===== config.mk =====
export PLATFORM = sky130hd
export DESIGN_NAME = lzwe_packer
export DESIGN_NICKNAME = d
export VERILOG_FILES = /design/src/hdl/lzwe_pkg.sv /design/src/hdl/lzwe_packer.sv
export SDC_FILE = /design/constraint.sdc
export NUM_CORES = 1
export LEC_CHECK = 0
export BUFFER_PORTS_ARGS = -buffer_cell sky130_fd_sc_hd__buf_4
export CAP_MARGIN = 10
export CORE_MARGIN = 3
export CORE_UTILIZATION = 55
export CTS_BUF_LIST = sky130_fd_sc_hd__clkbuf_2 sky130_fd_sc_hd__clkbuf_4 sky130_fd_sc_hd__clkbuf_8
export DETAILED_ROUTE_END_ITERATION = 8
export PLACE_DENSITY = 0.79
export SLEW_MARGIN = 20
export SYNTH_ARGS = -nofsm -noshare
export SYNTH_HDL_FRONTEND = slang
export SYNTH_SLANG_ARGS = --single-unit
export TNS_END_PERCENT = 5

===== constraint.sdc =====
create_clock -name clk_i -period 2.5 [get_ports clk_i]
set_clock_uncertainty 0.1 [all_clocks]
set_input_delay 0.25 -clock clk_i [delete_from_list [all_inputs] [get_ports clk_i]]
set_output_delay 0.25 -clock clk_i [all_outputs]
set_load 0.05 [all_outputs]

===== src/hdl/lzwe_pkg.sv =====
package lzwe_pkg;

  // Widest code the packer and the command path carry.
  localparam int unsigned CODE_W_MAX = 12;
  // Packer accumulator: up to 7 leftover bits plus one widest code.
  localparam int unsigned ACC_W      = 7 + CODE_W_MAX;
  localparam int unsigned CNT_W      = 5;
  // Dictionary generation tag; tag zero marks a swept (empty) entry.
  localparam int unsigned EPOCH_W    = 3;

  typedef logic [CODE_W_MAX-1:0] code_t;
  typedef logic [3:0]            width_t;
  typedef logic [EPOCH_W-1:0]    epoch_t;

  localparam code_t  CODE_CLEAR = 12'd256;
  localparam code_t  CODE_EOD   = 12'd257;
  localparam code_t  CODE_FIRST = 12'd258;
  localparam width_t WIDTH_INIT = 4'd9;

  typedef enum logic [3:0] {
    ST_SWEEP,
    ST_IDLE,
    ST_PROBE,
    ST_MISS,
    ST_CLR,
    ST_FIN_PRE,
    ST_FIN_EOD,
    ST_PAD,
    ST_END
  } state_e;

  // One command per cycle from the sequencer to the packer, sent only while the packer is ready.
  typedef struct packed {
    logic   load;   // append code at width
    logic   pad;    // round pending bits up to a byte
    logic   last;   // close the request: flag the held byte as last
    logic   fin;    // with last: the request closes the stream
    code_t  code;
    width_t width;
  } pk_cmd_t;

endpackage


===== src/hdl/lzwe_packer.sv =====
module lzwe_packer (
  input  logic             clk_i,
  input  logic             rst_ni,
  input  lzwe_pkg::pk_cmd_t cmd_i,
  output logic             rdy_o,
  output logic             out_valid_o,
  input  logic             out_ready_i,
  output logic [7:0]       out_data_o,
  output logic             out_last_o,
  output logic             out_end_o
);

  localparam int unsigned AccW = lzwe_pkg::ACC_W;
  localparam int unsigned CntW = lzwe_pkg::CNT_W;

  // Bits are kept left aligned; everything below the count is zero.
  logic [AccW-1:0] buf_q, buf_d;
  logic [CntW-1:0] cnt_q, cnt_d;
  logic [7:0]      hold_q, hold_d;
  logic            hold_v_q, hold_v_d;
  logic            out_v_q, out_v_d;
  logic [7:0]      out_q, out_d;
  logic            last_q, last_d;
  logic            end_q, end_d;

  logic            out_free;
  logic            have_byte;
  logic [lzwe_pkg::CODE_W_MAX-1:0] masked;
  logic [CntW-1:0] sh;

  always_comb begin
    out_free  = !out_v_q || out_ready_i;
    have_byte = cnt_q >= CntW'(8);
    rdy_o     = !have_byte && (!hold_v_q || out_free);
    masked    = cmd_i.code & ((lzwe_pkg::CODE_W_MAX'(1) << cmd_i.width)
                              - lzwe_pkg::CODE_W_MAX'(1));
    sh        = CntW'(AccW) - cnt_q - CntW'(cmd_i.width);

    buf_d    = buf_q;
    cnt_d    = cnt_q;
    hold_d   = hold_q;
    hold_v_d = hold_v_q;
    out_v_d  = out_v_q;
    out_d    = out_q;
    last_d   = last_q;
    end_d    = end_q;

    if (out_v_q && out_ready_i) begin
      out_v_d = 1'b0;
    end

    if (have_byte && (!hold_v_q || out_free)) begin
      // Peel the top byte; the previously held byte is not the last one.
      if (hold_v_q) begin
        out_v_d = 1'b1;
        out_d   = hold_q;
        last_d  = 1'b0;
        end_d   = 1'b0;
      end
      hold_d   = buf_q[AccW-1 -: 8];
      hold_v_d = 1'b1;
      buf_d    = buf_q << 8;
      cnt_d    = cnt_q - CntW'(8);
    end else if (rdy_o) begin
      if (cmd_i.load) begin
        buf_d = buf_q | (AccW'(masked) << sh);
        cnt_d = cnt_q + CntW'(cmd_i.width);
      end else if (cmd_i.pad) begin
        if (cnt_q != '0) begin
          cnt_d = CntW'(8);
        end
      end else if (cmd_i.last) begin
        if (hold_v_q) begin
          out_v_d  = 1'b1;
          out_d    = hold_q;
          last_d   = 1'b1;
          end_d    = cmd_i.fin;
          hold_v_d = 1'b0;
        end
      end
    end
  end

  always_ff @(posedge clk_i or negedge rst_ni) begin
    if (!rst_ni) begin
      buf_q    <= '0;
      cnt_q    <= '0;
      hold_v_q <= 1'b0;
      out_v_q  <= 1'b0;
    end else begin
      buf_q    <= buf_d;
      cnt_q    <= cnt_d;
      hold_v_q <= hold_v_d;
      out_v_q  <= out_v_d;
    end
  end

  always_ff @(posedge clk_i) begin
    hold_q <= hold_d;
    out_q  <= out_d;
    last_q <= last_d;
    end_q  <= end_d;
  end

  assign out_valid_o = out_v_q;
  assign out_data_o  = out_q;
  assign out_last_o  = last_q;
  assign out_end_o   = end_q;

endmodule


# --- Yosys cells after proc, flatten, opt, wreduce, memory -nomap -nowiden ---
# Index checks and enable logic that the tools add are counted.
op_classes:
  n_addsub: 5
  mul: 0
  n_div: 0
  n_lt_le_gt_ge: 1
  n_eq_ne: 2
  shift: 2
  mux: 39
  bitwise: 2
  reduce_logical: 18
op_table:
  columns: ["operator", "count"]
  rows:
  - ["19-bit 2-to-1 mux", 3]
  - ["8-bit 2-to-1 mux", 6]
  - ["1-bit 2-to-1 mux", 25]
  - ["5-bit 2-to-1 mux", 5]
  - ["19-bit bitwise OR", 1]
  - ["12-bit by 5-bit left shift with 19-bit output", 1]
  - ["12-bit bitwise AND", 1]
  - ["1-bit by 4-bit left shift with 12-bit output, first input constant", 1]
  - ["12-bit by 1-bit subtractor with 12-bit output, second input constant", 1]
  - ["2-bit nonzero test", 3]
  - ["3-bit nonzero test", 2]
  - ["5-bit by 4-bit adder with 5-bit output", 1]
  - ["5-bit by 4-bit >= comparator with 1-bit output, second input constant", 1]
  - ["5-bit AND reduction", 1]
  - ["5-bit nonzero test", 1]
  - ["5-bit by 4-bit subtractor with 5-bit output", 1]
  - ["5-bit by 4-bit subtractor with 5-bit output, second input constant", 1]
  - ["5-bit subtractor, first input constant", 1]
  - ["2-bit by 1-bit != test with 1-bit output, second input constant", 2]
  - ["4-bit AND reduction", 1]
  - ["1-bit logical AND", 3]
  - ["1-bit logical NOT", 3]
  - ["3-bit AND reduction", 1]
  - ["1-bit logical OR", 2]
  - ["2-bit AND reduction", 1]
word_totals:
  reg_bits: 44
  latchBits: 0
  ramBits: 0
  rom_bits: 0
  out_inout_bits: 12
  elab_cells: 77
  memories: 0

# --- Depth between registers and ports, before layout ---
depth:
  depth_word: 8
  depth_mapped: 13
  ltp_nobuf: 10

# --- Least setup slack after synthesis ---
# OpenSTA, ideal clock, no wires.
synth_path:
  path_type: "input -> register"
  startpoint: "in cmd_i[1] (netlist name)"
  endpoint: "reg buf_q[18]"
  setup_ps: 77
  t_arrival_ps: 2909
  slack_ps: -586
  path_stages: 12
  path_buffers: 4
  cell_sequence: "buf_6 -> clkbuf_1 -> inv_1 -> ha_1 -> ha_1 -> fa_1 -> xor2_1 -> clkbuf_1 -> clkbuf_1 -> o2111ai_1 -> a31o_2 -> a21oi_1"
synth_via:
  elab_chain_len: 8
  elab_cells_between_ends: 9
  cone_classes: "add/sub: 2; shift: 2; mux: 3; bitwise: 2"
synth_lines:
  columns: ["item", "line", "rtl"]
  rows:
  - ["start: declaration", "lzwe_packer.sv:4", "input lzwe_pkg::pk_cmd_t cmd_i,"]
  - ["1-bit by 4-bit left shift with 12-bit output", "lzwe_packer.sv:35", "masked = cmd_i.code & ((lzwe_pkg::CODE_W_MAX'(1) << cmd_i.width)"]
  - ["12-bit by 1-bit subtractor with 12-bit output", "lzwe_packer.sv:36", "- lzwe_pkg::CODE_W_MAX'(1));"]
  - ["12-bit bitwise AND", "lzwe_packer.sv:35", null]
  - ["12-bit by 5-bit left shift with 19-bit output *", "lzwe_packer.sv:66", "buf_d = buf_q | (AccW'(masked) << sh);"]
  - ["19-bit bitwise OR *", "lzwe_packer.sv:66", null]
  - ["19-bit 2-to-1 mux *", "lzwe_packer.sv:65", "if (cmd_i.load) begin"]
  - ["19-bit 2-to-1 mux *", "lzwe_packer.sv:64", "end else if (rdy_o) begin"]
  - ["19-bit 2-to-1 mux *", "lzwe_packer.sv:52", "if (have_byte && (!hold_v_q || out_free)) begin"]
  - ["end signal: assignment", "lzwe_packer.sv:91", "buf_q <= buf_d;"]
  - ["end: declaration", "lzwe_packer.sv:17", "logic [AccW-1:0] buf_q, buf_d;"]
# Mark *: on every way between the ends. The rest lies on a longest branch, timed or not. The select of a mux whose other input is x is not followed.
# A chain may end at the register's enable or synchronous reset.

# --- Worst setup path in the final report ---
layout_path:
  startpoint: "reg cnt_q[0]"
  endpoint: "reg buf_q[15]"
layout_via:
  elab_chain_len: 7
  elab_cells_between_ends: 14
  cone_classes: "add/sub: 2; order compare: 1; shift: 1; mux: 3; bitwise: 1; reduce/logical: 6"
layout_lines:
  columns: ["item", "line", "rtl"]
  rows:
  - ["start: declaration", "lzwe_packer.sv:18", "logic [CntW-1:0] cnt_q, cnt_d;"]
  - ["start signal: assignment", "lzwe_packer.sv:92", "cnt_q <= cnt_d;"]
  - ["5-bit subtractor", "lzwe_packer.sv:37", "sh = CntW'(AccW) - cnt_q - CntW'(cmd_i.width);"]
  - ["5-bit by 4-bit subtractor with 5-bit output", "lzwe_packer.sv:37", null]
  - ["12-bit by 5-bit left shift with 19-bit output", "lzwe_packer.sv:66", null]
  - ["19-bit bitwise OR", "lzwe_packer.sv:66", null]
  - ["19-bit 2-to-1 mux", "lzwe_packer.sv:65", null]
  - ["19-bit 2-to-1 mux", "lzwe_packer.sv:64", null]
  - ["19-bit 2-to-1 mux", "lzwe_packer.sv:52", null]
# Several ways; a longest one is shown, not always the timed one. The select of a mux whose other input is x is not followed.

==> report_table.html <==
<table>
<tr><th>Metric</th><th>Value</th></tr>
<tr><th colspan="2">Detailed routing</th></tr>
<tr><td>Number of detailed-routing iterations run before antenna repair</td><td>5</td></tr>
<tr><td>Total number of vias</td><td>3291</td></tr>
<tr><td>Routed WL per cell</td><td>19.14 microns</td></tr>
<tr><td>Post-detailed-route count of antenna-violating nets</td><td>0</td></tr>
<tr><td>Total routed wirelength</td><td>roughly 9.9 mm</td></tr>
<tr><td>Detailed Route Iter0 Violations</td><td>309</td></tr>
<tr><td>Post-route DRC</td><td>0</td></tr>
<tr><td>Ratio of routed vias to standard cells</td><td>between 6 and 7</td></tr>
<tr><th colspan="2">Critical path</th></tr>
<tr><td>Number of cells traversed by the worst register-to-register path</td><td>10</td></tr>
<tr><td>Required @ worst endpoint</td><td>approximately 2.6 ns</td></tr>
<tr><td>Crit path capture type</td><td>register</td></tr>
<tr><td>Worst setup path endpoint</td><td>buf_q[15]</td></tr>
<tr><td>Worst setup path startpoint</td><td>cnt_q[0]</td></tr>
<tr><td>End of the worst register-to-register path</td><td>buf_q[15]</td></tr>
<tr><td>Data arrival time of the critical path</td><td>2.79 ns</td></tr>
<tr><td>Crit path kind</td><td>register to register</td></tr>
<tr><td>Slack of the worst reg-to-reg path</td><td>-0.21 ns</td></tr>
<tr><td>Worst Path Max Fanout</td><td>11</td></tr>
<tr><td>R2R Path Start</td><td>cnt_q[0]</td></tr>
<tr><td>Category of the worst setup path launch point</td><td>register</td></tr>
<tr><th colspan="2">Finish</th></tr>
<tr><td>Share of final-layout standard cells stronger than drive strength 1</td><td>37.84%</td></tr>
<tr><td>Area added between synthesis and finish</td><td>35.56%</td></tr>
<tr><td>Antenna fix cells</td><td>0</td></tr>
<tr><td>Final net count</td><td>479</td></tr>
<tr><th colspan="2">Logic synthesis</th></tr>
<tr><td>Portion of the post-synthesis area used by sequential elements</td><td>37.36%</td></tr>
<tr><td>Prevailing post-synth register cell</td><td>dfrtp_1</td></tr>
<tr><td>Number of enable-type register cells in the synthesized netlist</td><td>18</td></tr>
<tr><td>Fraction of registers with async set or reset after synthesis</td><td>59.09%</td></tr>
<tr><td>Mean instance size in the synthesized netlist</td><td>8.831 sq um</td></tr>
<tr><td>Netlist Area Pre-Place</td><td>between 3000 and 4000 sq um</td></tr>
<tr><td>Post-synthesis instance total</td><td>361</td></tr>
<tr><td>Distinct cells, synth</td><td>about 70</td></tr>
<tr><td>Net count of the mapped netlist</td><td>397</td></tr>
<tr><td>Count of yosys warnings during synthesis</td><td>0</td></tr>
<tr><td>Register bit total from synthesis</td><td>44</td></tr>
<tr><th colspan="2">GRT</th></tr>
<tr><td>Total congestion overflow</td><td>0</td></tr>
<tr><td>Pin count of the biggest net entering global routing</td><td>27</td></tr>
<tr><td>All-layer global routing usage</td><td>30.68%</td></tr>
<tr><td>Vias in the first global route</td><td>~3200</td></tr>
<tr><td>Number of antenna violations at the first check in global routing</td><td>0</td></tr>
<tr><td>Wire length of the first global-routing pass</td><td>about 16 mm</td></tr>
<tr><th colspan="2">STA</th></tr>
<tr><td>Worst Slack Setup Final</td><td>-0.2076 ns</td></tr>
<tr><td>Minimum clock period after layout</td><td>2.708 ns</td></tr>
<tr><td>Final Max Tran Viols</td><td>0</td></tr>
<tr><td>Final worst path period share</td><td>108.3%</td></tr>
<tr><td>F_max</td><td>369.3 MHz</td></tr>
<tr><td>RSZ-0062 raised after global routing</td><td>yes</td></tr>
<tr><td>Final-report hold violation count</td><td>0</td></tr>
<tr><td>Transition time at the pin with the least slew margin</td><td>0.4601 ns</td></tr>
<tr><td>Setup TNS</td><td>-1.992 ns</td></tr>
<tr><td>Slew HR</td><td>69.19%</td></tr>
<tr><td>Hold slack</td><td>approximately 0.15 ns</td></tr>
<tr><td>Setup-violating endpoint count in the final report</td><td>15</td></tr>
<tr><th colspan="2">Power and ir drop</th></tr>
<tr><td>Leakage power</td><td>between 1.5 and 2 nW</td></tr>
<tr><td>Internal power summed over all cells</td><td>3.476 mW</td></tr>
<tr><td>Pwr dens</td><td>1517 nW/um^2</td></tr>
<tr><td>Part of the power in the clock network</td><td>10.0%</td></tr>
<tr><td>Net switching share of the total power</td><td>46.99%</td></tr>
<tr><td>Worst VDD drop</td><td>0.8345 mV</td></tr>
<tr><td>Net switching power</td><td>between 3 and 4 mW</td></tr>
<tr><td>Gate power share</td><td>70.0%</td></tr>
<tr><td>Flop pwr share</td><td>around 20%</td></tr>
<tr><th colspan="2">Place</th></tr>
<tr><td>Count of input and output buffers</td><td>34</td></tr>
<tr><td>RePlAce Congestion</td><td>0.9924</td></tr>
<tr><td>Post-DP HPWL</td><td>7.355 mm</td></tr>
<tr><th colspan="2">Clock tree</th></tr>
<tr><td>Count of H-tree levels built during CTS</td><td>2</td></tr>
<tr><td>CTS root buffer</td><td>clkbuf_8</td></tr>
<tr><td># clock sinks</td><td>between 40 and 50</td></tr>
<tr><td>Number of clock buffers inserted by TritonCTS</td><td>5</td></tr>
<tr><td>Clock insertion delay at the later pin of the skew report</td><td>0.29 ns</td></tr>
<tr><td>Clock tree from TritonCTS</td><td>built</td></tr>
<tr><td>Clk buf depth</td><td>2</td></tr>
<tr><td>Clock-pin slew reported for the worst setup and hold paths after clock tree synthesis</td><td>roughly 0.090 ns</td></tr>
<tr><th colspan="2">Floorplan</th></tr>
<tr><td>Core area</td><td>5574 sq um</td></tr>
<tr><td>Ports placed on the boundary</td><td>35</td></tr>
<tr><td>Die area</td><td>between 6000 and 7000 sq um</td></tr>
<tr><td>Horizontal extent of the die</td><td>roughly 82 microns</td></tr>
<tr><td>Die boundary height</td><td>a little over 80 microns</td></tr>
<tr><td>Floorplan row count</td><td>27</td></tr>
<tr><td>Starting density of the core</td><td>57.19%</td></tr>
<tr><th colspan="2">Outcome</th></tr>
<tr><td>Violations in the final reports</td><td>setup timing</td></tr>
<tr><td>Result of the run</td><td>complete, but fails checks</td></tr>
<tr><th colspan="2">Worst hold path</th></tr>
<tr><td>Path category of the worst min-delay check</td><td>input port to register</td></tr>
<tr><th colspan="2">Run</th></tr>
<tr><td>Max-capacitance violation count</td><td>0</td></tr>
</table>
critical path, stage by stage (launching register included):
cell      delay, ns
dfrtp_1        0.37
ha_2           0.19
inv_2          0.05
fa_2           0.60
buf_12         0.15
mux2_2         0.33
a32o_1         0.20
nand2_1        0.09
nand2_1        0.11
a311oi_2       0.29
a21oi_2        0.11
power by group through the flow:
stage | Combinational [mW] | Clock [mW] | Sequential [mW]
2_1_floorplan | 2.31 | 0 | 1.60
3_3_place_gp | 4.07 | 0 | 1.31
3_5_place_dp | 4.11 | 0 | 1.32
4_1_cts | 4.41 | 0.655 | 1.31
5_1_grt | 4.91 | 0.685 | 1.35
6_report | 4.59 | 0.654 | 1.31
metrics by stage:
step / area [sq um] / utilization [%] / cells / total power [mW] / worst slack [ns]
floorplan: 3332 / - / 361 / 3.917 / -0.03913
detailed placement: 3976 / 71.34 / 504 / 5.436 / -0.2356
CTS: 4278 / 76.75 / 516 / 6.381 / -0.1977
finish: 4322 / 77.53 / 516 / 6.556 / -0.2076
global placement: 3976 / 71.34 / 504 / 5.376 / -0.1725
global route: 4322 / 77.53 / 516 / 6.940 / -0.2860
final cells by class:
cell class	instances	area [sq um]
Clock inverter	2	60.06
Clock buffer	6	76.32
Timing Repair Buffer	99	774.5
Sequential cell	44	1191
Inverter	17	70.07
Tap cell	72	90.09
Fill cell	400	1252
Multi-Input combinational cell	276	2059
synthesized netlist by cell type, types with 3 or more instances:
cell | count | area (sq um)
a211oi_1 | 4 | 30.03
a21oi_1 | 23 | 115.1
a221oi_1 | 4 | 35.03
a31oi_1 | 9 | 56.30
and2_1 | 7 | 43.79
and3_1 | 5 | 31.28
buf_2 | 7 | 35.03
clkbuf_1 | 16 | 60.06
dfrtp_1 | 26 | 650.6
edfxtp_1 | 18 | 540.5
fa_1 | 3 | 60.06
ha_1 | 10 | 125.1
inv_1 | 15 | 56.30
mux2i_1 | 6 | 60.06
nand2_1 | 34 | 127.6
nand2b_1 | 5 | 31.28
nand3_1 | 9 | 45.04
nand3b_1 | 4 | 30.03
nor2_1 | 21 | 78.83
nor2b_1 | 4 | 25.02
nor3_1 | 10 | 50.05
o2111ai_1 | 3 | 26.28
o211ai_1 | 4 | 30.03
o21a_1 | 11 | 82.58
o21ai_0 | 24 | 120.1
o22ai_1 | 10 | 62.56
o31ai_1 | 3 | 22.52
or2_2 | 5 | 31.28
or4_1 | 3 | 22.52
xnor2_1 | 3 | 26.28
registers in the layout, summed over array words and instances, names as in the netlist:
register,count
out_valid_o,1
buf_q,19
out_last_o,1
hold_v_q,1
out_end_o,1
out_data_o,8
hold_q,8
cnt_q,5
logic make-up (layout without fill, tap and decap cells):
kind of cell               count (synthesis)  after routing  share of synthesized area [%]
AOI/OAI and AO/OA                        132            132                          28.85
xor gates and xnor gates                   5              5                          1.374
adders and majority gates                 13             13                          5.809
buffers and inverters                     41            124                          5.337
DFF                                       44             44                          37.36
muxes                                      7              7                          2.237
and+or+nand+nor                          119            119                          19.03
what timing repair did:
| item | in CTS | in global routing |
|---|---|---|
| setup buffers | 2 | 1 |
| hold buffers | 1 | 0 |
| endpoints found under the setup margin | 19 | 22 |
| gates cloned | 1 | 0 |
| hold endpoints to repair | 26 | 0 |
| pin swaps | 19 | 10 |
| gates resized for setup | 27 | 19 |
worst min-delay path by stage:
| stage | slack (ns) | endpoint | startpoint | cells after the start |
|---|---|---|---|---|
| floorplan | -0.15 | buf_q[0] | rst_ni | 0 |
| global placement | 0.08 | buf_q[15] | rst_ni | 1 |
| detailed placement | 0.08 | buf_q[4] | rst_ni | 1 |
| CTS | 0.15 | out_end_o | cmd_i[16] | 2 |
| global route | 0.14 | out_end_o | cmd_i[16] | 2 |
| finish | 0.15 | out_end_o | cmd_i[16] | 2 |
per-layer routing:
metal / global-route usage, % / wire length (microns) / part of all wire [%] / up-vias
met5: 0 / 0 / 0 / -
met4: 11.96 / 379 / 3.8 / 0
met3: 3.688 / 461 / 4.7 / 40
met2: 52.42 / 4931 / 50 / 137
met1: 39.51 / 4102 / 42 / 1582
li1: - / - / - / 1532
layout by cell type (no fill, tap or decap), types with 3 or more instances in the layout:
cell       Yosys  routed
a31oi_1        9       7
inv_1         15      10
o211ai_1       4       4
ha_1          10       5
inv_2          0       4
ha_2           0       3
o2111ai_1      3       3
buf_4          0      95
dfrtp_1       26      26
nand3b_1       4       4
a221oi_2       0       3
and3_1         5       4
or4_1          3       3
nand2_1       34      33
clkbuf_8       0       5
nand2b_1       5       5
a21oi_1       23      17
o21a_1        11      11
and2_1         7       7
nor3_1        10       7
fa_2           0       3
o21ai_1        1       6
edfxtp_1      18      18
nand3_1        9       7
nor2_1        21      21
or2_2          5       4
mux2i_1        6       4
o22ai_1       10      10
o21ai_0       24      17
a21oi_2        1       7
Power figures use the tool's default switching activity.
